--- config.mk ---
export PLATFORM = sky130hd
export DESIGN_NAME = pba_region_ram
export DESIGN_NICKNAME = d
export VERILOG_FILES = /design/src/design/pba_region_ram.sv
export SDC_FILE = /design/constraint.sdc
export NUM_CORES = 2
export LEC_CHECK = 0
export ABC_CLOCK_PERIOD_IN_PS = 6150
export BUFFER_PORTS_ARGS = -buffer_cell sky130_fd_sc_hd__buf_2
export CAP_MARGIN = 15
export CELL_PAD_IN_SITES_DETAIL_PLACEMENT = 2
export CELL_PAD_IN_SITES_GLOBAL_PLACEMENT = 2
export CORE_UTILIZATION = 35
export CTS_BUF_LIST = sky130_fd_sc_hd__clkbuf_4 sky130_fd_sc_hd__clkbuf_8
export DETAILED_ROUTE_END_ITERATION = 8
export PLACE_DENSITY = 0.67
export RECOVER_POWER = 100
export SKIP_CTS_REPAIR_TIMING = 1
export SLEW_MARGIN = 0
export SYNTH_ARGS = -nofsm -noshare
export SYNTH_HDL_FRONTEND = slang
export SYNTH_SLANG_ARGS = --single-unit
--- constraint.sdc ---
create_clock -name clk_i -period 6.15 [get_ports clk_i]
set_input_delay 1.23 -clock clk_i [delete_from_list [all_inputs] [get_ports clk_i]]
set_output_delay 1.23 -clock clk_i [all_outputs]
set_load 0.005 [all_outputs]
--- src/design/pba_region_ram.sv ---
module pba_region_ram #(
  parameter int unsigned DEPTH = 64,
  parameter int unsigned AW    = 6
) (
  input  logic          clk_i,
  input  logic          we_i,
  input  logic [AW-1:0] waddr_i,
  input  logic [63:0]   wdata_i,
  input  logic [AW-1:0] raddr_i,
  output logic [63:0]   rdata_o
);

  // each entry is {start, end}
  logic [63:0] mem [DEPTH];

  always_ff @(posedge clk_i) begin
    if (we_i) begin
      mem[waddr_i] <= wdata_i;
    end
    rdata_o <= mem[raddr_i];
  end

endmodule

==> impl_metrics.csv <==
group,metric,value,unit
die,start_util,35.13,%
sta,skew,0.05961,ns
drt,avgRoutedWirePerCell,41.51,µm
cts,cts_tree,"built",
worst_setup_path,worstPathCellList,"clkbuf_1, nor2b_1, nand2_1, nor2_4, clkbuf_2",
global_route,gr-total-overflow,0,
cts,clock_latency,1.24,ns
die,core_area,0.4451,mm²
synthesis,synth-edff-count,4096,
hold_path,hold_class,"input port to register",
worst_setup_path,crit_path_end_kind,"register",
sta,rsz0062_at_grt,"no",
cts,cts-buffers-inserted,671,
die,ios,142,
die,dieHeight,670.4,µm
finish,area_growth,14.20,%
sta,max-slew-margin-rel,-178.8,%
power_and_ir_drop,ir_drop,224.4,µV
sta,final_hold_viol_count,0,
finish,fin_nets,7378,
synthesis,yosys.cell_types.count,33,
worst_setup_path,cp.required,6.84,ns
global_route,grt_pass1_vias,87851,
worst_setup_path,crit_type,"input port to register",
sta,tns,0,ns
synthesis,synth_seq_cells,4160,
drt,drt_wl_total,572600,µm
synthesis,syn_area_per_cell,23.70,µm²
cts,clockBufferDepth,4,
sta,finalSetupViolCount,0,
placed_design,gp_congestion,0.7541,
worst_setup_path,crit_arrival,5.75,ns
cts,clock_sinks,4160,
synthesis,syn_nets,6676,
drt,vias,81266,
sta,worstMarginPinSlew,4.182,ns
global_route,grt_use_total,24.80,%
worst_setup_path,crit_buf_inv,2,
power_and_ir_drop,pwr_density_cell,335.6,mW/mm²
placed_design,hpwl,290700,µm
cts,root_buffer,"clkbuf_8",
finish,drive_gt1_share,30.32,%
cts,cts.clk_slew.worst_paths,0.07,ns
sta,period_minus_slack,5.060,ns
drt,vias_per_cell,5.891,
die,die_x,670.4,µm
global_route,grt_max_degree,112,
synthesis,yosysTopAreaCell,"edfxtp_1",
status,failed_checks,"max-capacitance violations, max-slew violations",
power_and_ir_drop,power.leakage,55.14,nW
synthesis,syn_area,0.1563,mm²
worst_setup_path,cp_slowest_stage_delay,2.90,ns
worst_setup_path,start_kind,"input port",
sta,fmax,0.1976,GHz
status,status,"complete, but fails checks",
drt,route.detailed.drc,0,
drt,drt-initial-drc-count,10210,
placed_design,port_buffers,141,
sta,layout_worst_path_cycle_share,82.28,%
run,max_cap_viol_count,171,
synthesis,synthArstFlopShare,0,%
synthesis,synth_top_area_share,78.67,%
synthesis,synth_area_leaders,"edfxtp_1 (79%), mux4_2 (15%), mux2i_1 (0.86%)",
drt,drtAntennaViolNets,0,
power_and_ir_drop,p_total,0.05993,W
global_route,grt_pass1_wl,768000,µm
worst_setup_path,path_delay_family,"buffers and inverters",
synthesis,yosys_warnings,0,
global_route,antenna_found_initial,45,
sta,slew_violations,7188,
synthesis,ys.flop_type,"edfxtp_1",
synthesis,syn_inst,6598,
worst_setup_path,crit_fanout,64,
cts,htreeDepth,6,
die,dieArea,0.4494,mm²
synthesis,seq_area_frac_synth,79.49,%
worst_setup_path,cpMaxStageDelayCell,"clkbuf_2",
die,rows,245,
drt,first_pass_iters,6,
final timing paths:
path / from / to / slack, ns / cells past startpoint
max: we_i / mem[10][37] / 1.09 / 5
min reg2reg: mem[39][14] / rdata_o[14] / 0.84 / 4
max reg2reg: mem[10][44] / rdata_o[44] / 3.82 / 5
min: wdata_i[22] / mem[8][22] / 0.40 / 1
state kept, by name (all words and copies together) (netlist names):
signal and cells:
mem 4096, rdata_o 64
report_power, final:
part	switching, W	internal [W]
sequential	0.000207	0.0315
clock	0.0122	0.0133
combinational	0.00184	0.000967
worst register-to-register path, delay by kind of cell, from the launching register on:
kind            cells  cell delay [ns]
compound gates      2             0.86
simple gates        2             0.45
flops               1             0.41
mux                 1             0.48
layout by cell type (no fill, tap or decap), types with 83 or more instances in the layout:
| cell type | count |
|---|---|
| clkbuf_4 | 254 |
| edfxtp_1 | 4096 |
| mux2i_1 | 135 |
| clkbuf_1 | 202 |
| mux4_2 | 1024 |
| nor2_1 | 89 |
| o22ai_1 | 83 |
| buf_4 | 87 |
| a22oi_1 | 168 |
| a22o_1 | 88 |
| clkbuf_8 | 735 |
| clkinv_1 | 122 |
through the flow:
| step | instance area, µm² | setup slack, ns | hold slack [ns] | utilization, % | instances |
|---|---|---|---|---|---|
| after detailed placement | 166100 | 1.584 | 0.8207 | 37.31 | 12531 |
| after CTS | 179700 | 2.490 | 0.5974 | 40.37 | 13745 |
| after global routing | 178500 | 1.293 | 0.3947 | 40.11 | 13778 |
| after global placement | 166000 | 1.655 | 0.8112 | 37.30 | 12529 |
| after floorplan | 156400 | 0.8897 | 0.7878 | - | 6598 |
| final | 178600 | 1.090 | 0.4012 | 40.12 | 13795 |
synthesized netlist by cell type (20+ instances only):
cell type,instances
buf_2,170
a41oi_1,26
clkbuf_1,140
o22ai_1,83
a22o_1,88
a22oi_1,168
a211oi_1,63
and3_1,64
or2_2,28
or3_1,29
edfxtp_1,4096
mux4_2,1024
dfxtp_1,64
nand2_1,58
buf_1,20
nor2b_1,28
mux2i_1,135
o221ai_1,38
nand3_1,45
buf_4,34
nor2_1,112
kinds of logic (layout without fill, tap and decap cells):
group	after synthesis	count (layout)	synth area share (%)
simple gates	386	386	1.240
other cells	0	26	0
mux	1159	1159	15.61
compound gates	504	504	2.477
buf+inv	389	1632	1.180
flops	4160	4160	79.49
metal layers:
layer	up-vias	wire (µm)	track usage, %
met2	4779	290800	43.02
li1	30024	-	-
met4	10	27530	10.63
met5	-	69	0
met1	45242	211500	30.84
met3	1211	42720	3.920
area by class of cell:
class / count / area, µm²
clock inverter: 225 / 1619
tap: 5928 / 7417
sequential: 4160 / 124300
clock buffer: 989 / 12020
multi-input combinational: 2049 / 30460
antenna: 26 / 65.06
fill: 41334 / 266500
timing repair buffer: 399 / 2620
inverter: 19 / 71.32
No activity file was read; power rests on OpenSTA's default activity.
